## config.mk

```make
export PLATFORM = sky130hd
export DESIGN_NAME = bba_ram
export DESIGN_NICKNAME = d
export VERILOG_FILES = /design/src/rtl/bba_ram.sv
export SDC_FILE = /design/constraint.sdc
export NUM_CORES = 1
export LEC_CHECK = 0
export BUFFER_PORTS_ARGS = -buffer_cell sky130_fd_sc_hd__buf_2
export CORE_MARGIN = 2
export CORE_UTILIZATION = 30
export DETAILED_ROUTE_END_ITERATION = 8
export HOLD_SLACK_MARGIN = 0.06
export PLACE_DENSITY = 0.53
export SETUP_SLACK_MARGIN = 0.1
export SLEW_MARGIN = 10
export SYNTH_ARGS = -nofsm -noshare
export SYNTH_HDL_FRONTEND = slang
export SYNTH_SLANG_ARGS = --single-unit
```

## constraint.sdc

```tcl
create_clock -name aclk -period 1.7 [get_ports aclk]
set_input_delay 0.17 -clock aclk [delete_from_list [all_inputs] [get_ports aclk]]
set_output_delay 0.17 -clock aclk [all_outputs]
set_load 0.005 [all_outputs]
```

## src/rtl/bba_ram.sv

```systemverilog
// Simple dual-port synchronous RAM with a registered read port.
module bba_ram #(
    parameter int WIDTH = 8,
    parameter int DEPTH = 16
) (
    input  logic                     aclk,
    input  logic                     we,
    input  logic [$clog2(DEPTH)-1:0] waddr,
    input  logic [WIDTH-1:0]         wdata,
    input  logic [$clog2(DEPTH)-1:0] raddr,
    output logic [WIDTH-1:0]         rdata
);

    logic [WIDTH-1:0] mem [DEPTH];

    // Write port.
    always_ff @(posedge aclk) begin
        if (we) begin
            mem[waddr] <= wdata;
        end
    end

    // Registered read port.
    always_ff @(posedge aclk) begin
        rdata <= mem[raddr];
    end

endmodule

```

==> flow_metrics.env <==
export IMPL_r2r_start="mem[5][3]"
export IMPL_syn_area_um2=5150
export IMPL_rows=47
export IMPL_ant_nets=0
export IMPL_vias=2433
export IMPL_status="complete, no violations"
export IMPL_dr_first_iter_drc_count=133
export IMPL_finalCritPeriodShare_pct=79.6
export IMPL_synth_seq_cells=136
export IMPL_cp_cell_sequence="mux4_1, a22oi_1, nand2_1"
export IMPL_routed_wl_um=10100
export IMPL_skew_ns=0.00962
export IMPL_max_clock_freq_mhz=739
export IMPL_drcViolationCount=0
export IMPL_yosysWarningCount=0
export IMPL_portBuffers=25
export IMPL_fin_tns_setup_ns=0
export IMPL_slew_viol_final=0
export IMPL_netlist_instances=229
export IMPL_ff2ff_path_depth=3
export IMPL_rsz0062_at_grt="no"
export IMPL_antenna_found_initial=2
export IMPL_required_ns=2.00
export IMPL_h_tree_depth=4
export IMPL_viasPerCell=4.69
export IMPL_setup_viol=0
export IMPL_globalRouteOverflowTotal=0
export IMPL_final_cells=519
export IMPL_post_cts_setup_buffers=0
export IMPL_reg2reg_to="rdata[3]"
export IMPL_final_common_cell="edfxtp_1"
export IMPL_cp_depth=3
export IMPL_whs_ns=0.138
export IMPL_path_buf_inv=0
export IMPL_sw_frac_of_total_pct=19.0
export IMPL_hold_viol_final=0
export IMPL_drive_above_1_share_pct=32.3
export IMPL_place_hpwl_um=6550
export IMPL_ys_seq_area_share_pct=77.8
export IMPL_totalPowerFinal_mw=8.03
export IMPL_gp_congestion=0.693
export IMPL_first_pass_iters=4
export IMPL_synth_nets=247
export IMPL_multiInputGateArea_um2=1060
export IMPL_cts_tree="yes"
export IMPL_nets=302
export IMPL_syn_avg_cell_area_um2=22.5
export IMPL_initial_core_util_pct=30.8
export IMPL_p_seq_share_pct=47.0
export IMPL_cts_buffer_depth=2
export IMPL_cp_startpoint="mem[5][3]"
export IMPL_path_max_fanout=1
export IMPL_dp_cells=485
export IMPL_p_int_mw=6.50
export IMPL_powerDensity_nw_per_um2=1280
export IMPL_grt_max_degree=33
export IMPL_rrSetupSlack_ns=0.35
export IMPL_regArea_um2=4000
export IMPL_synth_distinct_cells=19
export IMPL_pin_count=26
export IMPL_worstMarginPinSlew_ns=0.477
export IMPL_die_w_um=135
export IMPL_cpLargestDelayFamily="multiplexers"
export IMPL_coreArea_um2=16700
export IMPL_cts_root_buf="clkbuf_16"
export IMPL_hold_path_class="in2reg"
export IMPL_critPathSlowestCell="mux4_1"
export IMPL_combPwrFrac_pct=4.3
export IMPL_p_clk_share_pct=48.7
export IMPL_p_switching_mw=1.53
export IMPL_final_util_pct=37.7
export IMPL_layout_common_cells="128 x edfxtp_1, 25 x buf_2, 19 x buf_4"
export IMPL_insertion_delay_ns=0.41
export IMPL_die_area_um2=18200
export IMPL_path_class="reg2reg"
export IMPL_first_global_vias=2532
export IMPL_slew_headroom_pct=68.2
export IMPL_crit_arrival_ns=1.65
export IMPL_track_usage_pct=12.1
export IMPL_fin_crit_ns=1.35
export IMPL_crit_path_end="rdata[3]"
export IMPL_maxCapViolations=0
export IMPL_cts_resized_gates=0
export IMPL_n_fill_cell=1557
export IMPL_wl_per_cell_um=19.5
export IMPL_synthToLayoutAreaGrowth_pct=22.2
export IMPL_cts_sinks=136
export IMPL_dieHeight_um=135
export IMPL_ir_drop_v=0.000746
export IMPL_p_leak_nw=2.11
export IMPL_critPathMaxStageDelay_ns=0.56
export IMPL_path_clk_slew_ns=0.06
export IMPL_postCtsHoldBufs=0
export IMPL_startpoint_type="register"
export IMPL_grt_pass1_wl_um=15400
export IMPL_cts_buffers=17
export IMPL_endpoint_kind="register"
## logic make-up (layout without fill, tap and decap cells)
kind of cell	Yosys count	in the layout	synth area share, %
flops	136	136	77.8
mux	32	32	15.0
compound gates	16	16	2.33
simple gates	35	35	3.18
other cells	0	2	0
buf+inv	10	78	1.68
## cell usage after synthesis
cell type | instances | share of area [%]
edfxtp_1 | 128 | 75
mux4_2 | 18 | 7.9
a22oi_1 | 16 | 2.3
mux4_1 | 14 | 7.1
nor2_1 | 13 | 0.95
nand2_1 | 9 | 0.66
dfxtp_1 | 8 | 3.1
nor3_1 | 4 | 0.39
buf_2 | 3 | 0.29
buf_6 | 3 | 0.66
clkdlybuf4s25_2 | 3 | 0.58
nand2b_1 | 2 | 0.24
nand3b_1 | 2 | 0.29
and2_1 | 1 | 0.12
and2b_1 | 1 | 0.15
buf_4 | 1 | 0.15
nand3_1 | 1 | 0.097
nor2b_1 | 1 | 0.12
or3b_2 | 1 | 0.17
## area by class of cell
| type | instances | share of cell area (%) |
|---|---|---|
| Antenna cell | 2 | 0.0796 |
| Multi-Input combinational cell | 83 | 16.9 |
| Timing Repair Buffer | 46 | 4.89 |
| Tap cell | 220 | 4.38 |
| Clock buffer | 19 | 6.88 |
| Sequential cell | 136 | 63.6 |
| Clock inverter | 13 | 3.24 |
## through the flow
step	cell area, um2	setup slack, ns
3_5_place_dp	5650	0.0763
5_1_grt	6290	0.275
2_1_floorplan	5150	0.264
6_report	6290	0.347
3_3_place_gp	5650	0.0779
4_1_cts	6290	0.316
## worst register-to-register path: stages, from the launching register on
cell and delay (ns):
edfxtp_1 0.37, mux4_1 0.56, a22oi_1 0.24, nand2_1 0.08
## power by group through the flow
stage                     sequential [mW]  combinational (mW)  clock [mW]
after floorplan                      3.84               0.191           0
after global placement               3.84               0.348           0
after detailed placement             3.85               0.355           0
after CTS                            3.78               0.355        4.00
after global routing                 3.78               0.379        4.12
final                                3.77               0.343        3.91
## flip-flops by register name, summed over array words and instances, names as in the netlist
register	flops
mem	128
rdata	8
## worst min-delay path by stage
stage                endpoint      from  slack, ns  cells past startpoint
global placement     rdata[4]  rdata[4]       0.55                      1
CTS                 mem[2][5]  wdata[5]       0.13                      1
global route        mem[2][5]  wdata[5]       0.13                      1
floorplan           mem[0][0]  wdata[0]       0.27                      0
detailed placement   rdata[4]  rdata[4]       0.56                      1
finish              mem[2][5]  wdata[5]       0.14                      1
## per-layer routing
layer  track usage [%]  wire [um]  up-vias
met1              16.3       4720     1279
li1                  -          -     1085
met2              17.9       4780       55
met4              5.03        125        0
met3              4.02        520       14
met5                 0          0        -
(Power assumes the default switching activity.)
