$ cat src/rtl/bba_pkg.sv
// Shared types and constants of the buddy block allocator.
package bba_pkg;

    localparam int LENW = 26;
    localparam int LVW = 5;
    localparam int TAGW = 5;
    localparam int MINW = 5;
    localparam int LEVW = 4;
    localparam int CIDXW = 2;
    localparam logic [LENW-1:0] HDR_BYTES = 26'd16;
    localparam logic [LVW-1:0] MIN_LOG2_LO = 5'd5;
    localparam logic [LVW-1:0] MIN_LOG2_HI = 5'd16;
    localparam logic [LVW-1:0] ADDR_LOG2 = 5'd26;
    localparam logic [MINW-1:0] MIN_RESET = 5'd7;
    localparam logic [LEVW-1:0] LEV_RESET = 4'd10;

    typedef enum logic [CIDXW-1:0] {
        CFG_MIN_BLOCK = 2'd0,
        CFG_TOTAL_LEVELS = 2'd1
    } cfg_index_t;

    typedef enum logic [1:0] {
        STAT_OK = 2'd0,
        STAT_NO_SPACE = 2'd1,
        STAT_TOO_LARGE = 2'd2,
        STAT_BAD_FREE = 2'd3
    } status_t;

    localparam logic KIND_ALLOC = 1'b0;
    localparam logic KIND_FREE = 1'b1;

    typedef enum logic [3:0] {
        S_CLEAR,
        S_IDLE,
        S_PREP,
        S_PICK,
        S_DESC,
        S_SPLIT,
        S_TAG_CHK,
        S_MERGE_RD,
        S_MERGE_CHK,
        S_FREE_WR,
        S_UP_RD,
        S_UP_WR,
        S_DONE
    } state_t;

    typedef struct packed {
        logic kind;
        logic [LENW-1:0] request_length;
        logic [LENW-1:0] payload_offset;
    } in_t;

    typedef struct packed {
        status_t status;
        logic [LENW-1:0] result_offset;
    } out_t;

    typedef struct packed {
        logic [MINW-1:0] min_block_log2;
        logic [LEVW-1:0] total_levels;
        logic reinit;
    } cfg_t;

endpackage

$ cat src/rtl/bba_core.sv
// Allocator sequencer: tree search, split, merge and summary update over the node RAM.
module bba_core #(
    parameter int CAP = 10
) (
    input  logic              aclk,
    input  logic              aresetn,
    input  bba_pkg::cfg_t     cfg,
    input  logic              s_valid,
    output logic              s_ready,
    input  bba_pkg::in_t      s_data,
    output logic              m_valid,
    input  logic              m_ready,
    output bba_pkg::out_t     m_data,
    output logic              map_we,
    output logic [CAP:0]      map_waddr,
    output logic [CAP:0]      map_wdata,
    output logic [CAP:0]      map_raddr,
    input  logic [CAP:0]      map_rdata,
    output logic              tag_we,
    output logic [CAP-1:0]    tag_waddr,
    output logic [bba_pkg::TAGW-1:0] tag_wdata,
    output logic [CAP-1:0]    tag_raddr,
    input  logic [bba_pkg::TAGW-1:0] tag_rdata
);

    localparam int NAW = CAP + 1;
    localparam int MW = CAP + 1;
    localparam int TAW = CAP;
    localparam int LENW = bba_pkg::LENW;
    localparam int LVW = bba_pkg::LVW;
    localparam logic [NAW-1:0] LAST_NODE = NAW'((2 ** (CAP + 1)) - 2);
    localparam logic [LVW-1:0] CAP_L = LVW'(CAP);

    bba_pkg::state_t state_reg, state_next;
    bba_pkg::in_t item_reg, item_next;
    bba_pkg::out_t res_reg, res_next;
    bba_pkg::out_t out_reg, out_next;
    logic out_valid_reg, out_valid_next;
    logic [NAW-1:0] idx_reg, idx_next;
    logic [LVW-1:0] dep_reg, dep_next;
    logic [LVW-1:0] d_reg, d_next;
    logic [LVW-1:0] j_reg, j_next;
    logic [MW-1:0] cmask_reg, cmask_next;
    logic [TAW-1:0] leaf_reg, leaf_next;

    // Effective configuration after clamping.
    logic [LVW-1:0] eff_m, lev_cap, lev_in, eff_l;
    always_comb begin
        if (cfg.min_block_log2 < bba_pkg::MIN_LOG2_LO) begin
            eff_m = bba_pkg::MIN_LOG2_LO;
        end else if (cfg.min_block_log2 > bba_pkg::MIN_LOG2_HI) begin
            eff_m = bba_pkg::MIN_LOG2_HI;
        end else begin
            eff_m = cfg.min_block_log2;
        end
        lev_cap = (CAP_L < bba_pkg::ADDR_LOG2 - eff_m) ? CAP_L : bba_pkg::ADDR_LOG2 - eff_m;
        lev_in = LVW'(cfg.total_levels);
        eff_l = (lev_in > lev_cap) ? lev_cap : lev_in;
    end

    // Allocation sizing: total bytes, size class and target depth.
    logic [LENW:0] need, need_m1;
    logic [LVW-1:0] need_log2, size_log2, alloc_d;
    logic too_large;
    always_comb begin
        need = {1'b0, item_reg.request_length} + {1'b0, bba_pkg::HDR_BYTES};
        need_m1 = need - (LENW+1)'(1);
        need_log2 = '0;
        for (int i = 0; i <= LENW; i++) begin
            if (need_m1[i]) begin
                need_log2 = LVW'(i + 1);
            end
        end
        size_log2 = (need_log2 > eff_m) ? need_log2 : eff_m;
        too_large = need > ((LENW+1)'(1) << (eff_m + eff_l));
        alloc_d = eff_l + eff_m - size_log2;
    end

    // Free checks on the offset.
    logic [LENW-1:0] blk_start, leaf_full;
    logic bad_offset;
    always_comb begin
        blk_start = item_reg.payload_offset - bba_pkg::HDR_BYTES;
        leaf_full = blk_start >> eff_m;
        bad_offset = (item_reg.payload_offset < bba_pkg::HDR_BYTES)
                  || ((blk_start & ((LENW'(1) << eff_m) - LENW'(1))) != '0)
                  || (leaf_full >= (LENW'(1) << eff_l));
    end

    // Search helpers on the root summary.
    logic [MW-1:0] low_mask, avail;
    logic [LVW-1:0] pick_j;
    always_comb begin
        low_mask = (MW'(2) << d_reg) - MW'(1);
        avail = map_rdata & low_mask;
        pick_j = '0;
        for (int i = 0; i < MW; i++) begin
            if (avail[i]) begin
                pick_j = LVW'(i);
            end
        end
    end

    // Tree address helpers.
    logic [NAW-1:0] left_idx, sib_idx, parent_idx, child_idx, blk_k;
    logic [LVW-1:0] tag_d;
    logic [NAW-1:0] free_idx;
    logic q_bit_j, q_bit_dep;
    always_comb begin
        left_idx = {idx_reg[NAW-2:0], 1'b1};
        sib_idx = idx_reg[0] ? idx_reg + NAW'(1) : idx_reg - NAW'(1);
        parent_idx = (idx_reg - NAW'(1)) >> 1;
        q_bit_j = |(map_rdata & (MW'(1) << j_reg));
        q_bit_dep = |(map_rdata & (MW'(1) << dep_reg));
        child_idx = q_bit_j ? left_idx : left_idx + NAW'(1);
        blk_k = idx_reg + NAW'(1) - (NAW'(1) << dep_reg);
        tag_d = tag_rdata - bba_pkg::TAGW'(1);
        free_idx = (NAW'(1) << tag_d) - NAW'(1) + NAW'(leaf_reg >> (eff_l - tag_d));
    end

    // No transaction is taken in the cycle that a levels write restarts the sweep.
    assign s_ready = (state_reg == bba_pkg::S_IDLE) && !cfg.reinit;
    assign m_valid = out_valid_reg;
    assign m_data = out_reg;

    // State and datapath registers.
    always_ff @(posedge aclk) begin
        if (!aresetn) begin
            state_reg <= bba_pkg::S_CLEAR;
            idx_reg <= '0;
            out_valid_reg <= 1'b0;
        end else begin
            state_reg <= state_next;
            idx_reg <= idx_next;
            out_valid_reg <= out_valid_next;
        end
    end

    always_ff @(posedge aclk) begin
        item_reg <= item_next;
        res_reg <= res_next;
        out_reg <= out_next;
        dep_reg <= dep_next;
        d_reg <= d_next;
        j_reg <= j_next;
        cmask_reg <= cmask_next;
        leaf_reg <= leaf_next;
    end

    // Next state, memory accesses and result.
    always_comb begin
        state_next = state_reg;
        item_next = item_reg;
        res_next = res_reg;
        out_next = out_reg;
        out_valid_next = out_valid_reg && !m_ready;
        idx_next = idx_reg;
        dep_next = dep_reg;
        d_next = d_reg;
        j_next = j_reg;
        cmask_next = cmask_reg;
        leaf_next = leaf_reg;
        map_we = 1'b0;
        map_waddr = idx_reg;
        map_wdata = '0;
        map_raddr = '0;
        tag_we = 1'b0;
        tag_waddr = leaf_reg;
        tag_wdata = '0;
        tag_raddr = leaf_reg;

        unique case (state_reg)
            bba_pkg::S_CLEAR: begin
                map_we = 1'b1;
                map_wdata = (idx_reg == '0) ? MW'(1) : '0;
                tag_we = 1'b1;
                tag_waddr = idx_reg[TAW-1:0];
                idx_next = idx_reg + NAW'(1);
                if (idx_reg == LAST_NODE) begin
                    state_next = bba_pkg::S_IDLE;
                end
            end
            bba_pkg::S_IDLE: begin
                if (s_valid) begin
                    item_next = s_data;
                    state_next = bba_pkg::S_PREP;
                end
            end
            bba_pkg::S_PREP: begin
                res_next.result_offset = '0;
                res_next.status = bba_pkg::STAT_OK;
                if (item_reg.kind == bba_pkg::KIND_ALLOC) begin
                    if (too_large) begin
                        res_next.status = bba_pkg::STAT_TOO_LARGE;
                        state_next = bba_pkg::S_DONE;
                    end else begin
                        d_next = alloc_d;
                        map_raddr = '0;
                        state_next = bba_pkg::S_PICK;
                    end
                end else begin
                    if (bad_offset) begin
                        res_next.status = bba_pkg::STAT_BAD_FREE;
                        state_next = bba_pkg::S_DONE;
                    end else begin
                        leaf_next = leaf_full[TAW-1:0];
                        tag_raddr = leaf_full[TAW-1:0];
                        state_next = bba_pkg::S_TAG_CHK;
                    end
                end
            end
            bba_pkg::S_PICK: begin
                idx_next = '0;
                dep_next = '0;
                j_next = pick_j;
                if (avail == '0) begin
                    res_next.status = bba_pkg::STAT_NO_SPACE;
                    state_next = bba_pkg::S_DONE;
                end else if (pick_j == '0) begin
                    state_next = bba_pkg::S_SPLIT;
                end else begin
                    map_raddr = NAW'(1);
                    state_next = bba_pkg::S_DESC;
                end
            end
            bba_pkg::S_DESC: begin
                // Follow the leftmost branch that holds a free block of depth j.
                idx_next = child_idx;
                dep_next = dep_reg + LVW'(1);
                map_raddr = {child_idx[NAW-2:0], 1'b1};
                if (dep_reg + LVW'(1) == j_reg) begin
                    state_next = bba_pkg::S_SPLIT;
                end
            end
            bba_pkg::S_SPLIT: begin
                if (dep_reg < d_reg) begin
                    // Keep the lower half, free the upper half.
                    map_we = 1'b1;
                    map_waddr = left_idx + NAW'(1);
                    map_wdata = MW'(1) << (dep_reg + LVW'(1));
                    idx_next = left_idx;
                    dep_next = dep_reg + LVW'(1);
                end else begin
                    map_we = 1'b1;
                    map_wdata = '0;
                    tag_we = 1'b1;
                    tag_waddr = TAW'(blk_k << (eff_l - d_reg));
                    tag_wdata = bba_pkg::TAGW'(d_reg + LVW'(1));
                    res_next.result_offset = (LENW'(blk_k) << (eff_m + eff_l - d_reg))
                                           + bba_pkg::HDR_BYTES;
                    cmask_next = '0;
                    state_next = (dep_reg == '0) ? bba_pkg::S_DONE : bba_pkg::S_UP_RD;
                end
            end
            bba_pkg::S_TAG_CHK: begin
                if (tag_rdata == '0 || tag_d > eff_l) begin
                    res_next.status = bba_pkg::STAT_BAD_FREE;
                    state_next = bba_pkg::S_DONE;
                end else begin
                    tag_we = 1'b1;
                    idx_next = free_idx;
                    dep_next = tag_d;
                    state_next = (tag_d == '0) ? bba_pkg::S_FREE_WR : bba_pkg::S_MERGE_RD;
                end
            end
            bba_pkg::S_MERGE_RD: begin
                map_raddr = sib_idx;
                state_next = bba_pkg::S_MERGE_CHK;
            end
            bba_pkg::S_MERGE_CHK: begin
                // A whole free buddy is absorbed into the parent.
                if (q_bit_dep) begin
                    map_we = 1'b1;
                    map_waddr = sib_idx;
                    map_wdata = '0;
                    idx_next = parent_idx;
                    dep_next = dep_reg - LVW'(1);
                    state_next = (dep_reg == LVW'(1)) ? bba_pkg::S_FREE_WR
                                                     : bba_pkg::S_MERGE_RD;
                end else begin
                    state_next = bba_pkg::S_FREE_WR;
                end
            end
            bba_pkg::S_FREE_WR: begin
                map_we = 1'b1;
                map_wdata = MW'(1) << dep_reg;
                cmask_next = MW'(1) << dep_reg;
                state_next = (dep_reg == '0) ? bba_pkg::S_DONE : bba_pkg::S_UP_RD;
            end
            bba_pkg::S_UP_RD: begin
                map_raddr = sib_idx;
                state_next = bba_pkg::S_UP_WR;
            end
            bba_pkg::S_UP_WR: begin
                // Parent summary is the union of both children.
                map_we = 1'b1;
                map_waddr = parent_idx;
                map_wdata = cmask_reg | map_rdata;
                cmask_next = cmask_reg | map_rdata;
                idx_next = parent_idx;
                dep_next = dep_reg - LVW'(1);
                state_next = (dep_reg == LVW'(1)) ? bba_pkg::S_DONE : bba_pkg::S_UP_RD;
            end
            bba_pkg::S_DONE: begin
                if (!out_valid_reg || m_ready) begin
                    out_next = res_reg;
                    out_valid_next = 1'b1;
                    state_next = bba_pkg::S_IDLE;
                end
            end
            default: begin
                state_next = bba_pkg::S_CLEAR;
            end
        endcase

        // A levels write restarts the clearing sweep.
        if (cfg.reinit) begin
            state_next = bba_pkg::S_CLEAR;
            idx_next = '0;
        end
    end

endmodule

$ cat config.mk
export PLATFORM = sky130hd
export DESIGN_NAME = bba_core
export DESIGN_NICKNAME = d
export VERILOG_FILES = /design/src/rtl/bba_pkg.sv /design/src/rtl/bba_core.sv
export SDC_FILE = /design/constraint.sdc
export NUM_CORES = 1
export LEC_CHECK = 0
export BUFFER_PORTS_ARGS = -buffer_cell sky130_fd_sc_hd__buf_2
export CORE_MARGIN = 2
export CORE_UTILIZATION = 48
export CTS_CLUSTER_DIAMETER = 150
export DETAILED_ROUTE_END_ITERATION = 10
export HOLD_SLACK_MARGIN = 0.03
export PLACE_DENSITY = 0.66
export SLEW_MARGIN = 40
export SYNTH_ARGS = -nofsm -noshare
export SYNTH_HDL_FRONTEND = slang
export SYNTH_SLANG_ARGS = --single-unit
export TNS_END_PERCENT = 20
$ cat constraint.sdc
create_clock -name aclk -period 20 [get_ports aclk]
set_input_delay 2 -clock aclk [delete_from_list [all_inputs] [get_ports aclk]]
set_output_delay 2 -clock aclk [all_outputs]
set_load 0.05 [all_outputs]
==> results.json <==
{
  "cpMaxStageDelayCell": "clkinv_1",
  "drt_iter0_markers": 1782,
  "ys_types": 109,
  "setup_violations": 0,
  "slew_headroom": 0.4300,
  "fillers": 3638,
  "ctsRootBufferMaster": "clkbuf_16",
  "hold_viol": 0,
  "grt_pass1_vias": 16860,
  "cts_buffers": 17,
  "status": "finished, final reports clean",
  "synth_common_cells": "nand2_1, nor2_1, ha_1",
  "overflow": 0,
  "finalSetupTns_ps": 0,
  "synth_top_family_by_area": "simple AND/OR/NAND/NOR gates",
  "synth_top_area_frac": 0.2205,
  "max_stage_delay_ps": 710,
  "cap_violations": 0,
  "clockBufferDepth": 2,
  "hpwl_um": 45670,
  "wl_per_cell_um": 20.33,
  "power_frac_seq": 0.335,
  "die-area_um2": 39590,
  "grt_setup_unrepaired": "false",
  "finalPower_uw": 1073,
  "synth_ff_type": "edfxtp_1",
  "start_util": 0.4855,
  "crit_buf_inv": 6,
  "endpoint_kind": "output pin",
  "cts.repair.resized": 0,
  "startpoint_type": "primary input",
  "synth.area.top_cells": "edfxtp_1, ha_1, nand2_1",
  "fin_crit_sh": 0.5811,
  "grt_max_degree": 54,
  "yosys_warnings": 0,
  "critPathKind": "primary input to output pin",
  "viasPerCell": 6.189,
  "worstMarginPinSlew_ps": 852.2,
  "synthSimpleGateAreaFrac": 0.2439,
  "synth_fa_ha_area_frac": 0.1125,
  "avgSynthCellArea_um2": 7.950,
  "placedCellCount": 2893,
  "die_y_um": 199.0,
  "io_pins": 173,
  "synth_xor_area_frac": 0.07105,
  "internal_power_uw": 659.8,
  "syn_inst": 2295,
  "drc": 0,
  "vdd_drop_max_mv": 0.06898,
  "clk_pin_slew_worst_paths_ps": 80,
  "hold_path.class": "flop to flop",
  "drive_gt1_frac": 0.1300,
  "synth_area_um2": 18240,
  "finClkSkew_ps": 8.913,
  "fp.dieW_um": 199.0,
  "gr-usage-all-layers": 0.2981,
  "clock_latency_ps": 470,
  "cts_hold_buf": 0,
  "power_switching_share": 0.3853,
  "drt_wl_total_um": 59480,
  "synth_edf_count": 134,
  "cts_tree": "done",
  "crit_path_max_fanout": 32,
  "cellPowerDensity_nw_per_um2": 53.29,
  "crit_path_frequent_cell": "ha_1",
  "utilization": 0.5360,
  "largest_reg_flops": 53,
  "antenna_found_initial": 0,
  "postCtsSetupBuffers": 0,
  "routabilityCongestion": 0.9768,
  "htreeDepth": 4,
  "synth_top_area_cell": "edfxtp_1",
  "ant_nets": 0,
  "fmax_ghz": 0.08604,
  "fin_crit_ps": 11620,
  "final_cells": 2926,
  "seq_area_frac_synth": 0.2491,
  "p_sw_uw": 413.5,
  "numPortBuffers": 172,
  "grt_pass1_wl_um": 92380,
  "rows": 71,
  "synth_compound_area_frac": 0.2276,
  "critPathRequiredTime_ps": 18000,
  "power.leakage_uw": 0.008067,
  "crit_family": "simple AND/OR/NAND/NOR gates",
  "clock_sinks": 160,
  "drt_pass1_iterations": 8,
  "ys_ff_latch": 160,
  "drv_slew": 0,
  "async_flop_share": 0,
  "syn2layout_area_growth_pct": 10.40,
  "fin_nets": 2644,
  "pwr-share-comb": 0.332,
  "vias": 18110,
  "yosysMostFrequentCell": "nand2_1",
  "antenna_cells": 0,
  "clockPowerShare": 0.333,
  "muxShareOfSynthArea": 0.04506,
  "core_area_um2": 37580,
  "worstPathArrival_ps": 9620
}
[metal layers]
layer  GRT usage  routed length, um
met5           0                  0
met4      0.1274               2164
met3     0.04357               4556
met2      0.4788              27070
met1      0.3996              25690
[layout make-up]
type,count,area (um2),share of cell area
tap,511,639.4,0.03174
multi-input combinational,1919,12900,0.6405
sequential,160,4547,0.2257
timing repair buffer,190,993.5,0.04932
inverter,114,427.9,0.02124
clock inverter,15,209.0,0.01037
clock buffer,17,425.4,0.02112
[power by group through the flow]
| stage | sequential [uW] | clock, uW | combinational, uW |
|---|---|---|---|
| 2_1_floorplan | 367 | 0 | 257 |
| 3_3_place_gp | 367 | 0 | 341 |
| 3_5_place_dp | 367 | 0 | 346 |
| 4_1_cts | 360 | 364 | 348 |
| 5_1_grt | 360 | 374 | 393 |
| 6_report | 360 | 357 | 356 |
[cell families (layout without fill, tap and decap cells)]
family / Yosys count / after routing
compound gates: 621 / 621
xor+xnor: 144 / 144
fa+ha+maj: 160 / 160
buf+inv: 232 / 336
flops: 160 / 160
mux: 72 / 72
other cells: 2 / 18
simple gates: 904 / 904
[layout by cell type, fill, tap and decap left out, drive strengths merged, types with 26 or more instances in the layout]
master	synthesis	layout
nand3	62	62
dfxtp	26	26
nand4	30	30
a21oi	136	136
edfxtp	134	134
inv	111	120
nor2	228	228
nor3	81	81
ha	152	152
xnor2	89	89
nand2b	32	32
buf	36	189
nand2	275	275
nor4	28	28
o21ai	159	159
a21o	52	52
xor2	53	53
nor2b	29	29
mux2i	42	42
mux2	27	27
and3	29	29
[stage by stage]
step | setup WS (ps) | hold slack [ps] | cell area [um2]
after floorplan | 9715 | 400.3 | 18310
after global placement | 8396 | 404.7 | 19460
after detailed placement | 8537 | 404.5 | 19480
after CTS | 8512 | 423.5 | 20120
after global routing | 7823 | 430.0 | 20140
final | 8377 | 422.2 | 20140
[path summary, 6_finish.rpt]
kind | from | to | slack (ps) | cells after the start
worst max-delay path | cfg[9] | tag_raddr[9] | 8380 | 28
worst min-delay path | res_reg[19]$_SDFFCE_PN0P_ | m_data[19]$_DFFE_PP_ | 420 | 0
worst max register to register | item_reg[30]$_DFFE_PP_ | d_reg[4]$_DFFE_PP_ | 13240 | 25
worst min register to register | res_reg[19]$_SDFFCE_PN0P_ | m_data[19]$_DFFE_PP_ | 420 | 0
Note: power is estimated with default switching activity, not from simulation.
